$ cat config.mk
export PLATFORM = sky130hd
export DESIGN_NAME = d2d_div_cell
export DESIGN_NICKNAME = d
export VERILOG_FILES = /design/src/d2d_pkg.sv /design/src/d2d_div_cell.sv
export SDC_FILE = /design/constraint.sdc
export NUM_CORES = 1
export LEC_CHECK = 0
export ABC_AREA = 1
export BUFFER_PORTS_ARGS = -buffer_cell sky130_fd_sc_hd__buf_4
export CELL_PAD_IN_SITES_DETAIL_PLACEMENT = 0
export CELL_PAD_IN_SITES_GLOBAL_PLACEMENT = 1
export CORE_MARGIN = 2
export CORE_UTILIZATION = 37
export CTS_CLUSTER_SIZE = 40
export DETAILED_ROUTE_END_ITERATION = 7
export PLACE_DENSITY = 0.86
export SYNTH_ARGS = -nofsm -noshare
export SYNTH_HDL_FRONTEND = slang
export SYNTH_SLANG_ARGS = --single-unit
$ cat constraint.sdc
create_clock -name i_clk -period 2.9 [get_ports i_clk]
set_input_delay 0.58 -clock i_clk [delete_from_list [all_inputs] [get_ports i_clk]]
set_output_delay 0.58 -clock i_clk [all_outputs]
set_load 0.005 [all_outputs]
$ cat src/d2d_pkg.sv
// Shared types, widths and constants for the disparity-to-depth pixel block.
`default_nettype none

package d2d_pkg;

    // Field and register widths
    localparam int DEPTH_W  = 24;   // depth output and range limit width
    localparam int DISP_W   = 16;   // input disparity
    localparam int FOCAL_W  = 24;   // focal term, signed Q15.8
    localparam int QCOEF_W  = 32;   // inverse baseline and offset, signed Q7.24
    localparam int FS_W     = 4;    // fraction shift register
    localparam int CFG_IDX_W  = 3;
    localparam int CFG_DATA_W = 32;

    // Denominator arithmetic
    localparam int PROD_W   = QCOEF_W + DISP_W;     // coefficient times disparity, and W
    localparam int ABSW_W   = PROD_W - 1;           // |W| always fits one bit less
    localparam int NUM_SH   = 20;                   // focal scale-up to depth units

    // Restoring divider: quotient never reaches 2^QUO_W since |W| > NEAR_ZERO
    localparam int QUO_W    = 29;
    localparam int DIV_CELLS = QUO_W;
    localparam int REM_W    = ABSW_W;
    localparam int CMP_W    = (QUO_W > DEPTH_W) ? QUO_W : DEPTH_W;

    localparam logic [ABSW_W-1:0] NEAR_ZERO      = ABSW_W'(16777);  // 0.001 in Q.24
    localparam logic [FS_W-1:0]   MAX_FRAC_SHIFT = FS_W'(8);
    localparam logic [7:0]        MASK_VALID     = 8'd255;
    localparam logic [7:0]        MASK_CLAMPED   = 8'd128;
    localparam logic [7:0]        MASK_INVALID   = 8'd0;

    // Register reset values
    localparam logic [FS_W-1:0]    FS_RESET    = FS_W'(4);
    localparam logic [DEPTH_W-1:0] MAX_D_RESET = '1;

    typedef enum logic [CFG_IDX_W-1:0] {
        CFG_FOCAL     = 3'd0,
        CFG_INV_BASE  = 3'd1,
        CFG_OFFSET    = 3'd2,
        CFG_FRAC      = 3'd3,
        CFG_MIN_DEPTH = 3'd4,
        CFG_MAX_DEPTH = 3'd5,
        CFG_CLAMP     = 3'd6,
        CFG_NAN       = 3'd7
    } t_cfg_idx;

    typedef enum logic [2:0] {
        ST_BAD_DISP  = 3'd0,
        ST_NEAR_ZERO = 3'd1,
        ST_VALID     = 3'd2,
        ST_CLAMPED   = 3'd3,
        ST_RANGE     = 3'd4
    } t_status;

    // Per-pixel side flags carried alongside the divider
    typedef struct packed {
        logic bad;      // disparity <= 0
        logic nz;       // |W| too small
        logic neg;      // quotient sign negative
    } t_flags;

    // One beat moving from cell to cell
    typedef struct packed {
        logic             vld;
        t_flags           flags;
        logic [REM_W-1:0] rem;  // partial remainder
        logic [REM_W-1:0] dvs;  // |W|
        logic [QUO_W-1:0] nq;   // dividend bits still to enter, quotient bits shifted in
    } t_div_beat;

endpackage

`default_nettype wire

$ cat src/d2d_div_cell.sv
// One restoring-division cell: produces one quotient bit and passes the beat on.
`default_nettype none

module d2d_div_cell
    import d2d_pkg::*;
(
    input  wire logic      i_clk,
    input  wire logic      i_rst_n,
    input  wire logic      i_adv,
    input  wire t_div_beat i_beat,
    output t_div_beat      o_beat
);

    t_div_beat      r_beat;
    t_div_beat      n_beat;
    logic [REM_W:0] w_trial;
    logic           w_qbit;

    // Bring down the next dividend bit and try the subtract
    assign w_trial = {i_beat.rem, i_beat.nq[QUO_W-1]};
    assign w_qbit  = (w_trial >= {1'b0, i_beat.dvs});

    always_comb begin
        n_beat     = i_beat;
        n_beat.rem = w_qbit ? REM_W'(w_trial - {1'b0, i_beat.dvs}) : REM_W'(w_trial);
        n_beat.nq  = {i_beat.nq[QUO_W-2:0], w_qbit};
    end

    // Valid bit with reset, payload without
    always_ff @(posedge i_clk) begin
        if (!i_rst_n) begin
            r_beat.vld <= 1'b0;
        end else if (i_adv) begin
            r_beat.vld <= n_beat.vld;
        end
        if (i_adv) begin
            r_beat.flags <= n_beat.flags;
            r_beat.rem   <= n_beat.rem;
            r_beat.dvs   <= n_beat.dvs;
            r_beat.nq    <= n_beat.nq;
        end
    end

    assign o_beat = r_beat;

endmodule

`default_nettype wire

After elaboration in Yosys (flattened, before gate mapping):

Cells that the tools add are included.

* bits in registers: 127
* bits in latches: 0
* bits in writable memories: 0
* ROM bits: 0
* logic and storage cells: 10
* memories kept: 0

* add/sub/neg operators: 1
* multiply operators: 0
* divide/modulo/power cells: 0
* $lt $le $gt $ge: 1
* equality and inequality tests: 0
* shift-type cells: 0
* mux-type cells: 1
* bitwise gates (word level): 0
* reductions and logical operators: 0

Operator list (number)
* $ge A48 B47 Y1: 1
* $mux W47: 1
* $sub A47 B47 Y47: 1

Depth between registers and ports, before layout:

* word-level depth: 2
* depth in mapped cells: 16

Worst setup path before layout:

OpenSTA, ideal clock, no wires.

* path type: input to register
* from: in i_beat[28] in the netlist's numbering
* to: reg r_beat, in the netlist o_beat[93] (data pin)
* data arrival time: 2.224 ns
* required time: 2.644 ns
* slack: 0.420 ns
* stages on the path: 14
* cells stage by stage: inv_1 -> ha_1 -> fa_1 -> inv_1 -> nand2_1 -> nand2_1 -> nand3_1 -> nand2_1 -> nand2_1 -> nand2_1 -> nand2_2 -> nand4_4 -> buf_2 -> o21ai_1

RTL lines
* start, declared: RTL line d2d_div_cell.sv:10 `input wire t_div_beat i_beat,`
* end, declared: RTL line d2d_div_cell.sv:14 `t_div_beat r_beat;`

==> impl_results.html <==
<table>
<tr><th>Metric</th><th>Value</th></tr>
<tr><th colspan="2">Global routing</th></tr>
<tr><td>Largest net degree at the start of global routing</td><td>79</td></tr>
<tr><td>Number of antenna violations at the first check in global routing</td><td>0</td></tr>
<tr><td>Total Routing Usage GR</td><td>22.4%</td></tr>
<tr><td>Via count of the first global-routing pass</td><td>8156</td></tr>
<tr><td>First-pass GRT wire length</td><td>42600 microns</td></tr>
<tr><td>Total congestion overflow</td><td>0</td></tr>
<tr><th colspan="2">Hold path</th></tr>
<tr><td>WHS Endpoint</td><td>o_beat[8]</td></tr>
<tr><td>Path class of the lowest-slack min-delay path</td><td>in2reg</td></tr>
<tr><td>Beginning of the worst hold path</td><td>i_beat[7]</td></tr>
<tr><td>Hold Crit Depth</td><td>1</td></tr>
<tr><th colspan="2">Floorplanning</th></tr>
<tr><td>Row count</td><td>56</td></tr>
<tr><td>Core box area</td><td>0.0233 sq mm</td></tr>
<tr><td>Top-Level Pins</td><td>257</td></tr>
<tr><td>DIE AREA</td><td>0.0249 sq mm</td></tr>
<tr><td>Horiz. Die Dim</td><td>158 microns</td></tr>
<tr><td>Chip Height</td><td>158 microns</td></tr>
<tr><td>Initial cell density of the core</td><td>37.5%</td></tr>
<tr><th colspan="2">Setup path</th></tr>
<tr><td>Startpoint types</td><td>primary input</td></tr>
<tr><td>Worst reg2reg endpoint</td><td>o_beat[126]</td></tr>
<tr><td>CP cell instances</td><td>buf_4 &gt; inv_1 &gt; ha_1 &gt; nand2_1 &gt; nor2_1 &gt; nand2_1 &gt; nor3_1 &gt; nand3_1 &gt; nand3_1 &gt; nand2_1 &gt; nand3_1 &gt; nand2_1</td></tr>
<tr><td>Worst path most repeated cell</td><td>nand2_1</td></tr>
<tr><td>Critical Path RT</td><td>3.08 ns</td></tr>
<tr><td>Startpoint of the worst-slack reg-to-reg timing path</td><td>o_beat[126]</td></tr>
<tr><td>CP endpoint kind</td><td>register</td></tr>
<tr><td>Critical-path cell with the highest stage delay</td><td>ha_1</td></tr>
<tr><td>Largest driver fanout on the critical path</td><td>5</td></tr>
<tr><td>Cell depth of the worst flop-to-flop path</td><td>2</td></tr>
<tr><td>Arrival time reported for the critical path endpoint</td><td>2.57 ns</td></tr>
<tr><td>Delay contributed by the slowest stage of the critical path</td><td>0.39 ns</td></tr>
<tr><td>Register-to-register path setup slack</td><td>2.26 ns</td></tr>
<tr><td>Crit Path Category</td><td>in2reg</td></tr>
<tr><th colspan="2">STA</th></tr>
<tr><td>Slew of the pin with the lowest slew margin</td><td>0.438 ns</td></tr>
<tr><td>RSZ-0062 raised after global routing</td><td>no</td></tr>
<tr><td>Worst setup skew after layout</td><td>0 ns</td></tr>
<tr><td>Fmax</td><td>420 MHz</td></tr>
<tr><td>Final critical-path required period</td><td>2.38 ns</td></tr>
<tr><td>Count of final hold-check violations</td><td>0</td></tr>
<tr><td>Total count of max-transition violations in the final report</td><td>0</td></tr>
<tr><td>Fraction of the cycle the final worst path needs</td><td>82.2%</td></tr>
<tr><td># setup viols final</td><td>0</td></tr>
<tr><td>Total negative setup slack</td><td>0 ns</td></tr>
<tr><td>Relative slew slack</td><td>70.8%</td></tr>
<tr><th colspan="2">Synth</th></tr>
<tr><td>Proportion of synthesized chip area in sequential cells</td><td>43.5%</td></tr>
<tr><td>Area leader, netlist</td><td>edfxtp_1</td></tr>
<tr><td>Cell types with the largest area share after synthesis</td><td>edfxtp_1 43%, nand2_1 19%, inv_1 13%</td></tr>
<tr><td>Top-area cell type share of the netlist area</td><td>43.2%</td></tr>
<tr><td>Post-synth cell types</td><td>31</td></tr>
<tr><td>Flop and latch count out of synthesis</td><td>127</td></tr>
<tr><td>Cell count after synthesis</td><td>1206</td></tr>
<tr><td>Warnings, synthesis</td><td>0</td></tr>
<tr><td>Mean post-synth cell area</td><td>7.26 sq um</td></tr>
<tr><td>Syn_nets</td><td>1384</td></tr>
<tr><td>Total standard cell area after synthesis</td><td>0.00875 sq mm</td></tr>
<tr><th colspan="2">CTS</th></tr>
<tr><td>Clock buffer count from CTS</td><td>17</td></tr>
<tr><td>Post-CTS Hold Fix Bufs</td><td>0</td></tr>
<tr><td>Clock tree from TritonCTS</td><td>built</td></tr>
<tr><td>Clk buf depth</td><td>2</td></tr>
<tr><td>Latest clock arrival within the worst-skew pair</td><td>0.43 ns</td></tr>
<tr><td>Count of cells resized by post-cts repair</td><td>0</td></tr>
<tr><td>Maximum level of the CTS H-tree</td><td>4</td></tr>
<tr><td>Clock tree sinks</td><td>127</td></tr>
<tr><td>Clock transition at the registers of the reported paths</td><td>0.07 ns</td></tr>
<tr><td>Count of buffers added by post-CTS timing repair for setup</td><td>0</td></tr>
<tr><td>Clock Root Buffer</td><td>clkbuf_16</td></tr>
<tr><th colspan="2">Routing</th></tr>
<tr><td>Iter 0 DRT Violations</td><td>479</td></tr>
<tr><td>Average wire per cell in the routed design</td><td>15.2 microns</td></tr>
<tr><td>Post-route DRC</td><td>0</td></tr>
<tr><td>Total vias in the final route</td><td>8356</td></tr>
<tr><td>Detail-routed via count per cell</td><td>4.60</td></tr>
<tr><td>First-pass iteration count of the detailed router</td><td>5</td></tr>
<tr><td>Wire length after detailed routing</td><td>27700 microns</td></tr>
<tr><td>Number of nets still failing antenna checks after routing</td><td>0</td></tr>
<tr><th colspan="2">Finish</th></tr>
<tr><td>Fin nets</td><td>1664</td></tr>
<tr><td>Non-filler instance count after layout</td><td>1818</td></tr>
<tr><td>Layout area overhead</td><td>34.9%</td></tr>
<tr><td>Number of antenna diodes</td><td>0</td></tr>
<tr><td>Fraction of layout cells with a size suffix above 1</td><td>20.9%</td></tr>
<tr><td>Most common library cell in the layout ignoring fill and taps</td><td>nand2_1</td></tr>
<tr><td>Highest-count cells in the layout ignoring fill and taps</td><td>435 x nand2_1, 292 x inv_1, 270 x buf_4, 126 x edfxtp_1, 86 x nor2_1</td></tr>
<tr><td>Max FFs per register</td><td>127</td></tr>
<tr><th colspan="2">Placed design</th></tr>
<tr><td>HPWL after detailed placement</td><td>22400 microns</td></tr>
<tr><td>Buffers on Ports</td><td>256</td></tr>
<tr><td>Routability congestion estimate from global placement</td><td>0.930</td></tr>
<tr><td>Placed Instances</td><td>1786</td></tr>
<tr><th colspan="2">Run</th></tr>
<tr><td>Max-cap violations</td><td>0</td></tr>
<tr><th colspan="2">Power</th></tr>
<tr><td>Leakage dissipation</td><td>0.00634 uW</td></tr>
<tr><td>Largest voltage drop on the vdd net</td><td>0.359 mV</td></tr>
<tr><td>P per Cell Area</td><td>521 mW/mm^2</td></tr>
<tr><th colspan="2">Run status</th></tr>
<tr><td>Run status</td><td>completed</td></tr>
</table>
-- layout make-up --
class                      instances  area (sq um)
multi-input combinational        773          3770
clock buffer                      18           439
fill                            2385         11500
timing repair buffer             275          2130
tap                              319           399
sequential                       127          3800
clock inverter                    14           171
inverter                         292          1100
-- routing by layer --
metal / GRT usage, % / vias to the layer above / wire length (microns)
li1: - / 4294 / -
met2: 37.1 / 221 / 12900
met5: 0 / - / 0
met1: 31.3 / 3827 / 12900
met4: 3.94 / 0 / 198
met3: 3.48 / 14 / 1630
-- stage by stage --
step	setup WS [ns]	instance area (sq um)	hold slack, ns	power [uW]	utilization (%)
floorplan	0.420	8750	0.525	3130	-
global placement	0.0185	11200	0.527	3900	48.0
detailed placement	0.0759	11200	0.550	3920	48.0
CTS	0.518	11800	0.308	6210	50.6
global route	0.408	11800	0.302	6470	50.6
finish	0.517	11800	0.324	6150	50.6
-- synth_stat cells --
| cell type | number |
|---|---|
| nand2_1 | 435 |
| inv_1 | 292 |
| edfxtp_1 | 126 |
| nor2_1 | 86 |
| nand3_1 | 65 |
| ha_1 | 47 |
| nand4_1 | 32 |
| a21oi_1 | 28 |
| o21ai_1 | 25 |
| xor2_1 | 24 |
| buf_4 | 6 |
| and2_1 | 4 |
| buf_2 | 4 |
| o21ai_0 | 4 |
| clkbuf_1 | 3 |
| nand3b_1 | 3 |
| nor2_2 | 3 |
| nor3_1 | 3 |
| nor4_1 | 3 |
| o21bai_1 | 2 |
| a21o_1 | 1 |
| and2_0 | 1 |
| buf_1 | 1 |
| dfxtp_1 | 1 |
| fa_1 | 1 |
| nand2_2 | 1 |
| nand3_2 | 1 |
| nand4_4 | 1 |
| or2_0 | 1 |
| or2_2 | 1 |
| xnor2_1 | 1 |
-- critical path, delay by kind of cell --
kind                     cells  cell delay, ns
buffers and inverters        2            0.12
AND/OR/NAND/NOR              9            1.47
adder cells (fa/ha/maj)      1            0.39
-- cells by family (layout without fill, tap and decap cells) --
group,count (synthesis),after routing,share of synthesized area [%]
simple gates,640,640,30.1
buf+inv,306,599,13.4
flops,127,127,43.5
compound gates,60,60,3.52
fa+ha+maj,48,48,6.95
xor+xnor,25,25,2.50
-- power breakdown --
group / internal, uW / switching, uW
clock network: 1320 / 949
registers: 2260 / 56.4
logic: 692 / 866
-- worst max-delay path by stage --
stage | end | cells after the start | slack, ns | start
3_5_place_dp | o_beat[118] | 12 | 0.08 | i_beat[62]
4_1_cts | o_beat[118] | 12 | 0.52 | i_beat[62]
3_3_place_gp | o_beat[118] | 12 | 0.02 | i_beat[62]
5_1_grt | o_beat[97] | 15 | 0.41 | i_beat[28]
2_1_floorplan | o_beat[93] | 14 | 0.42 | i_beat[28]
6_report | o_beat[118] | 12 | 0.52 | i_beat[62]
(Power assumes the default switching activity.)
