[config.mk]
export PLATFORM = sky130hd
export DESIGN_NAME = d2d_front
export DESIGN_NICKNAME = d
export VERILOG_FILES = /design/src/d2d_pkg.sv /design/src/d2d_front.sv
export SDC_FILE = /design/constraint.sdc
export NUM_CORES = 2
export LEC_CHECK = 0
export BUFFER_PORTS_ARGS = -buffer_cell sky130_fd_sc_hd__clkbuf_2
export CAP_MARGIN = 20
export CORE_MARGIN = 10
export CORE_UTILIZATION = 50
export CTS_BUF_LIST = sky130_fd_sc_hd__clkbuf_8
export DETAILED_ROUTE_END_ITERATION = 10
export PLACE_DENSITY = 0.79
export SLEW_MARGIN = 40
export SYNTH_ARGS = -nofsm -noshare
export SYNTH_HDL_FRONTEND = slang
export SYNTH_SLANG_ARGS = --single-unit
[constraint.sdc]
create_clock -name i_clk -period 11.87 [get_ports i_clk]
set_input_delay 0.5935 -clock i_clk [delete_from_list [all_inputs] [get_ports i_clk]]
set_output_delay 0.5935 -clock i_clk [all_outputs]
set_load 0.05 [all_outputs]
[src/d2d_pkg.sv]
// Shared types, widths and constants for the disparity-to-depth pixel block.
`default_nettype none

package d2d_pkg;

    // Field and register widths
    localparam int DEPTH_W  = 24;   // depth output and range limit width
    localparam int DISP_W   = 16;   // input disparity
    localparam int FOCAL_W  = 24;   // focal term, signed Q15.8
    localparam int QCOEF_W  = 32;   // inverse baseline and offset, signed Q7.24
    localparam int FS_W     = 4;    // fraction shift register
    localparam int CFG_IDX_W  = 3;
    localparam int CFG_DATA_W = 32;

    // Denominator arithmetic
    localparam int PROD_W   = QCOEF_W + DISP_W;     // coefficient times disparity, and W
    localparam int ABSW_W   = PROD_W - 1;           // |W| always fits one bit less
    localparam int NUM_SH   = 20;                   // focal scale-up to depth units

    // Restoring divider: quotient never reaches 2^QUO_W since |W| > NEAR_ZERO
    localparam int QUO_W    = 29;
    localparam int DIV_CELLS = QUO_W;
    localparam int REM_W    = ABSW_W;
    localparam int CMP_W    = (QUO_W > DEPTH_W) ? QUO_W : DEPTH_W;

    localparam logic [ABSW_W-1:0] NEAR_ZERO      = ABSW_W'(16777);  // 0.001 in Q.24
    localparam logic [FS_W-1:0]   MAX_FRAC_SHIFT = FS_W'(8);
    localparam logic [7:0]        MASK_VALID     = 8'd255;
    localparam logic [7:0]        MASK_CLAMPED   = 8'd128;
    localparam logic [7:0]        MASK_INVALID   = 8'd0;

    // Register reset values
    localparam logic [FS_W-1:0]    FS_RESET    = FS_W'(4);
    localparam logic [DEPTH_W-1:0] MAX_D_RESET = '1;

    typedef enum logic [CFG_IDX_W-1:0] {
        CFG_FOCAL     = 3'd0,
        CFG_INV_BASE  = 3'd1,
        CFG_OFFSET    = 3'd2,
        CFG_FRAC      = 3'd3,
        CFG_MIN_DEPTH = 3'd4,
        CFG_MAX_DEPTH = 3'd5,
        CFG_CLAMP     = 3'd6,
        CFG_NAN       = 3'd7
    } t_cfg_idx;

    typedef enum logic [2:0] {
        ST_BAD_DISP  = 3'd0,
        ST_NEAR_ZERO = 3'd1,
        ST_VALID     = 3'd2,
        ST_CLAMPED   = 3'd3,
        ST_RANGE     = 3'd4
    } t_status;

    // Per-pixel side flags carried alongside the divider
    typedef struct packed {
        logic bad;      // disparity <= 0
        logic nz;       // |W| too small
        logic neg;      // quotient sign negative
    } t_flags;

    // One beat moving from cell to cell
    typedef struct packed {
        logic             vld;
        t_flags           flags;
        logic [REM_W-1:0] rem;  // partial remainder
        logic [REM_W-1:0] dvs;  // |W|
        logic [QUO_W-1:0] nq;   // dividend bits still to enter, quotient bits shifted in
    } t_div_beat;

endpackage

`default_nettype wire

[src/d2d_front.sv]
// Front stages: input register, coefficient multiply, shift and offset add, divider setup.
`default_nettype none

module d2d_front
    import d2d_pkg::*;
(
    input  wire logic                      i_clk,
    input  wire logic                      i_rst_n,
    input  wire logic                      i_adv,
    input  wire logic                      i_valid,
    input  wire logic signed [DISP_W-1:0]  i_disparity_raw,
    input  wire logic signed [FOCAL_W-1:0] i_focal,
    input  wire logic signed [QCOEF_W-1:0] i_inv_base,
    input  wire logic signed [QCOEF_W-1:0] i_offset,
    input  wire logic        [FS_W-1:0]    i_frac_shift,
    output t_div_beat                      o_beat
);

    // Stage 1: input register
    logic                     r1_vld;
    logic signed [DISP_W-1:0] r1_raw;

    // Stage 2: product register
    logic                     r2_vld;
    logic                     r2_bad;
    logic signed [PROD_W-1:0] r2_prod;

    // Stage 3: divider setup
    t_div_beat r3_beat;
    t_div_beat n3_beat;

    logic signed [PROD_W-1:0]  w_prod;
    logic        [FS_W-1:0]    w_fs;
    logic signed [PROD_W-1:0]  w_scaled;
    logic signed [PROD_W-1:0]  w_den;
    logic        [ABSW_W-1:0]  w_absw;
    logic        [FOCAL_W-1:0] w_focal_abs;

    // Signed coefficient times disparity
    assign w_prod = PROD_W'(i_inv_base) * PROD_W'(r1_raw);

    // Floor shift by the fraction bits, then offset
    assign w_fs        = (i_frac_shift > MAX_FRAC_SHIFT) ? MAX_FRAC_SHIFT : i_frac_shift;
    assign w_scaled    = r2_prod >>> w_fs;
    assign w_den       = w_scaled + PROD_W'(i_offset);
    assign w_absw      = w_den[PROD_W-1] ? ABSW_W'(-w_den) : ABSW_W'(w_den);
    assign w_focal_abs = i_focal[FOCAL_W-1] ? FOCAL_W'(-i_focal) : FOCAL_W'(i_focal);

    // Numerator is |focal| << 20; the top bits start as the remainder
    always_comb begin
        n3_beat           = '0;
        n3_beat.vld       = r2_vld;
        n3_beat.flags.bad = r2_bad;
        n3_beat.flags.nz  = (w_absw <= NEAR_ZERO);
        n3_beat.flags.neg = i_focal[FOCAL_W-1] ^ w_den[PROD_W-1];
        n3_beat.dvs       = w_absw;
        n3_beat.rem       = REM_W'(w_focal_abs[FOCAL_W-1:QUO_W-NUM_SH]);
        n3_beat.nq        = {w_focal_abs[QUO_W-NUM_SH-1:0], NUM_SH'(0)};
    end

    // Valid bits and payload
    always_ff @(posedge i_clk) begin
        if (!i_rst_n) begin
            r1_vld      <= 1'b0;
            r2_vld      <= 1'b0;
            r3_beat.vld <= 1'b0;
        end else if (i_adv) begin
            r1_vld      <= i_valid;
            r2_vld      <= r1_vld;
            r3_beat.vld <= n3_beat.vld;
        end
        if (i_adv) begin
            r1_raw        <= i_disparity_raw;
            r2_bad        <= (r1_raw <= 0);
            r2_prod       <= w_prod;
            r3_beat.flags <= n3_beat.flags;
            r3_beat.rem   <= n3_beat.rem;
            r3_beat.dvs   <= n3_beat.dvs;
            r3_beat.nq    <= n3_beat.nq;
        end
    end

    assign o_beat = r3_beat;

endmodule

`default_nettype wire

======== After elaboration in Yosys (flattened, before gate mapping) ========
Index checks and enable logic that the tools add are counted.
word-level totals
  bits in read-only memories .............. 0
  bits in registers ....................... 142
  bits in latches ......................... 0
  memories kept ........................... 0
  input port bits ......................... 112
  memory bits (writable) .................. 0
  logic and storage cells ................. 25
  output and inout bits ................... 127
cells by class
  divide/modulo/power cells ............... 0
  eq/ne operators ......................... 0
  $lt $le $gt $ge ......................... 3
  shift-type cells ........................ 1
  bitwise gates (word level) .............. 1
  mux-type cells .......................... 3
  $add $sub $neg .......................... 3
  reduce and logical (&&, ||, !) cells .... 0
  multipliers ............................. 1
operators with widths
  kind                  number
  $add 48x32->48        1
  $mul 32x16->48        1
  $sshr 48x4->48        1
  $le 47x15->1 const B  1
  $mux 47               1
  $neg 47->47           1
  $neg 24->24           1
  $mux 23               1
  $le 16x1->1 const B   1
  $gt 4x4->1 const B    1
  $mux 4                1
  $xor 1x1->1           1

======== Depth between registers and ports, before layout ========
  depth in word-level cells ............... 7
  depth in mapped cells ................... 29

======== Worst setup path before layout ========
OpenSTA, ideal clock, no wires.
  path kind ............................... input to register
  start point ............................. input port i_inv_base[11]
  end point ............................... register r2_prod[46] (data pin)
  required time ........................... 11.605 ns
  path buffers ............................ 1
  cell stages on the path ................. 27
  arrival ................................. 6.836 ns
  setup slack ............................. 4.768 ns
  setup time .............................. 0.265 ns
  path through ............................ clkbuf_1 -> nand2_1 -> fa_1 -> inv_1 -> fa_1 -> inv_1 -> fa_1 -> inv_1 -> fa_1 -> inv_1 -> fa_1 -> inv_1 -> fa_1 -> ha_1 -> a21o_1 -> a21oi_1 -> o21ai_0 -> a21oi_1 -> o31ai_1 -> a21oi_1 -> o21ai_0 -> nand4_1 -> a41oi_1 -> o31a_1 -> a221oi_1 -> o21ai_0 -> xor2_1
on the way
  cells in the longest elaborated chain, start to end .. 1
RTL lines
  what                  line             RTL
  from (decl)           d2d_front.sv:13  input wire logic signed [QCOEF_W-1:0] i_inv_base,
  $mul 32x16->48        d2d_front.sv:40  assign w_prod = PROD_W'(i_inv_base) * PROD_W'(r1_raw);
  net w_prod[46]        d2d_front.sv:32  logic signed [PROD_W-1:0] w_prod;
  to (signal assigned)  d2d_front.sv:75  r2_prod <= w_prod;
  to (decl)             d2d_front.sv:26  logic signed [PROD_W-1:0] r2_prod;
The timed path passes the listed nets, and every way through them passes these cells.
A chain may end at the register's enable or synchronous reset.

======== Worst setup path in the final report ========
  start point ............................. register r1_raw[11]
  end point ............................... register r2_prod[45] (data pin)
on the way
  cells in the longest elaborated chain, start to end .. 1
RTL lines
  what                    line             RTL
  from (decl)             d2d_front.sv:21  logic signed [DISP_W-1:0] r1_raw;
  from (signal assigned)  d2d_front.sv:73  r1_raw <= i_disparity_raw;
  $mul 32x16->48          d2d_front.sv:40
  net w_prod[45]          d2d_front.sv:32
The timed path passes the listed nets, and every way through them passes these cells.

==> flow_metrics.env <==
export IMPL_status="completed"
export IMPL_final_max_slew_viol_count=0
export IMPL_cp_end_kind="flip-flop"
export IMPL_crit_start="r1_raw[11]$_DFFE_PP_"
export IMPL_portBuffers=186
export IMPL_htreeDepth=4
export IMPL_die_area_mm2=0.0677
export IMPL_nNetsFinal=3987
export IMPL_final_cells=3995
export IMPL_synth_distinct_cells=91
export IMPL_maxCapViolations=0
export IMPL_cts_resized=0
export IMPL_setup_viol_count_final=0
export IMPL_postCtsHoldBufs=0
export IMPL_fill_cells=4980
export IMPL_met3_usage_pct=4.74
export IMPL_synth_most_common_cell="inv_1"
export IMPL_path_depth=25
export IMPL_drc=0
export IMPL_start_util_pct=50.9
export IMPL_ant_nets=0
export IMPL_synth_area_mm2=0.0288
export IMPL_r2r_cells=25
export IMPL_critPathRequiredTime_ns=12.15
export IMPL_crit_path_frequent_cell="fa_1"
export IMPL_worst_pin_slew_ns=0.817
export IMPL_ys_seq_area_share_pct=14.7
export IMPL_cp_slowest_cell="edfxtp_1"
export IMPL_worst_setup_path_type="reg2reg"
export IMPL_grt_max_degree=92
export IMPL_hpwl_mm=59.4
export IMPL_cts_tree="yes"
export IMPL_antenna_found_initial=1
export IMPL_syn_inst=3135
export IMPL_netlist_top_cells_area="fa_1 (34%), edfxtp_1 (14%), ha_1 (7.1%)"
export IMPL_synth_edf_count=139
export IMPL_drive_above_1_share_pct=8.65
export IMPL_wire_per_inst_um=18.6
export IMPL_r2r_setup_slack_ns=3.99
export IMPL_slew_headroom_pct=44.0
export IMPL_synth_largest_area_cell="fa_1"
export IMPL_insertion_delay_ns=0.54
export IMPL_routed_wl_mm=74.3
export IMPL_cp_data_arrival_time_ns=8.16
export IMPL_first_pass_iters=6
export IMPL_r2r_end="r2_prod[45]$_DFFE_PP_"
export IMPL_ys_top_cells_by_count="inv_1 (525), fa_1 (487), nand2_1 (432), and2_1 (186), ha_1 (163)"
export IMPL_worst_path_dominant_cell_family="adder cells"
export IMPL_async_reset_ff_share_pct=0
export IMPL_io_pins=239
export IMPL_setup_tns_ns=0
export IMPL_ys_warn_count=0
export IMPL_track_usage_pct=22.1
export IMPL_place_gp_congestion=0.955
export IMPL_post_place_ws_ns=3.93
export IMPL_worst_path_max_fanout=18
export IMPL_layout_setup_ws_ns=3.99
export IMPL_ys_ff_latch=142
export IMPL_core_area_mm2=0.0567
export IMPL_cts_sinks=142
export IMPL_drt_iter0_drc=1776
export IMPL_finalClockSkew_ns=0.0219
export IMPL_synth_top_area_share_pct=33.8
export IMPL_hold_viol=0
export IMPL_cp_start_kind="flip-flop"
export IMPL_finalCritPeriodShare_pct=66.4
export IMPL_cts_root_buf="clkbuf_8"
export IMPL_cts_buffers=17
export IMPL_postCtsSetupRepairBufs=0
export IMPL_die_h_um=260
export IMPL_areaGrowthSynthToFinish_pct=6.22
export IMPL_use_met1_pct=28.5
export IMPL_fmax_ghz=0.127
export IMPL_first_global_vias=23202
export IMPL_busiest_layer="met2"
export IMPL_post_drt_via_cell_ratio=5.59
export IMPL_slowest_delay_ns=0.75
export IMPL_min_path_type="in2reg"
export IMPL_grt_ovfl_total=0
export IMPL_placed_cells=3962
export IMPL_clk_path_buf_depth=2
export IMPL_rsz0062_at_grt="false"
export IMPL_crit_end="r2_prod[45]$_DFFE_PP_"
export IMPL_die_w_um=260
export IMPL_avgSynthCellArea_um2=9.20
export IMPL_period_minus_slack_ns=7.88
export IMPL_num_rows=87
export IMPL_met2_usage_pct=36.4
export IMPL_r2r_start="r1_raw[11]$_DFFE_PP_"
export IMPL_post_dp_cell_area_mm2=0.0302
export IMPL_fin_area_mm2=0.0306
export IMPL_grt_pass1_wl_mm=120
export IMPL_synth_main_ff_cell="edfxtp_1"
export IMPL_via_count=22336
export IMPL_path_clk_slew_ns=0.11
export IMPL_cp_buffers_inverters=3
[sequential cells by signal (all words and copies together), names as in the netlist]
signal,flops
r2_vld,1
r2_bad,1
r2_prod,48
o_beat,75
r1_vld,1
r1_raw,16
[cells in the final DEF (no fill, tap or decap), types with 41 or more instances in the layout]
master,Yosys,routed
fa_1,487,487
nand2b_1,43,42
nand2_1,432,431
mux2i_1,121,121
a21o_1,41,41
inv_1,525,524
edfxtp_1,139,139
ha_1,163,162
xor2_1,45,45
conb_1,1,52
a21oi_1,110,110
and2_1,186,186
nor2_1,96,96
o21ai_0,104,104
xnor2_1,109,109
clkbuf_2,0,184
[final cells by class]
class	count	area [um^2]	area share, %
clock buffers	17	234	0.764
flip-flops and latches	142	4230	13.8
well taps	756	946	3.09
multi-input cells	2332	21900	71.6
diodes	1	2.50	0.00817
inverters	525	1970	6.43
repair buffers	207	1130	3.68
clock inverters	15	195	0.637
[logic make-up (layout without fill, tap and decap cells)]
group,after synthesis,in the layout,share of synthesized area [%]
AND/OR/NAND/NOR,928,928,15.8
buffers and inverters,712,764,10.0
adder cells (fa/ha/maj),650,650,40.9
AO/OA/AOI/OAI,424,424,9.60
XOR/XNOR,155,155,4.73
flip-flops,142,142,14.7
multiplexers,123,123,4.32
other,1,53,0.0130
[per-layer routing]
metal / up-vias / part of all wire, %
met2: 1054 / 47
met1: 10998 / 40
met5: - / 0
li1: 10123 / -
met3: 161 / 9.5
met4: 0 / 3.1
[stage by stage]
step	utilization [%]	hold slack, ns
after floorplan	-	0.400
after global placement	53.2	0.407
after detailed placement	53.3	0.421
after CTS	54.0	0.184
after global routing	54.0	0.200
final	54.0	0.224
[worst min-delay path by stage]
stage	startpoint	endpoint	cells after the start
after floorplan	r2_bad$_DFFE_PP_	o_beat[125]$_DFFE_PP_	0
after global placement	r2_bad$_DFFE_PP_	o_beat[125]$_DFFE_PP_	0
after detailed placement	r2_bad$_DFFE_PP_	o_beat[125]$_DFFE_PP_	0
after CTS	i_disparity_raw[13]	r1_raw[13]$_DFFE_PP_	1
after global routing	i_disparity_raw[13]	r1_raw[13]$_DFFE_PP_	1
final	i_disparity_raw[13]	r1_raw[13]$_DFFE_PP_	1
[worst register-to-register path: stages (launching register included)]
cell	delay [ns]
edfxtp_1	0.75
buf_4	0.39
and2_1	0.21
fa_1	0.44
fa_1	0.49
fa_1	0.56
inv_1	0.06
fa_1	0.50
fa_1	0.54
inv_1	0.05
fa_1	0.47
ha_1	0.39
a211oi_1	0.30
nand3_1	0.12
a21oi_1	0.30
o21bai_1	0.18
o311a_1	0.33
or3_1	0.37
a21boi_0	0.30
o21ai_0	0.18
o2111ai_1	0.10
nand2_1	0.12
and2_1	0.17
o21a_1	0.16
nor2_1	0.11
xnor2_1	0.07
Power is not shown: default switching activity piles up to over one toggle a cycle in this logic, so the estimate is an artifact.
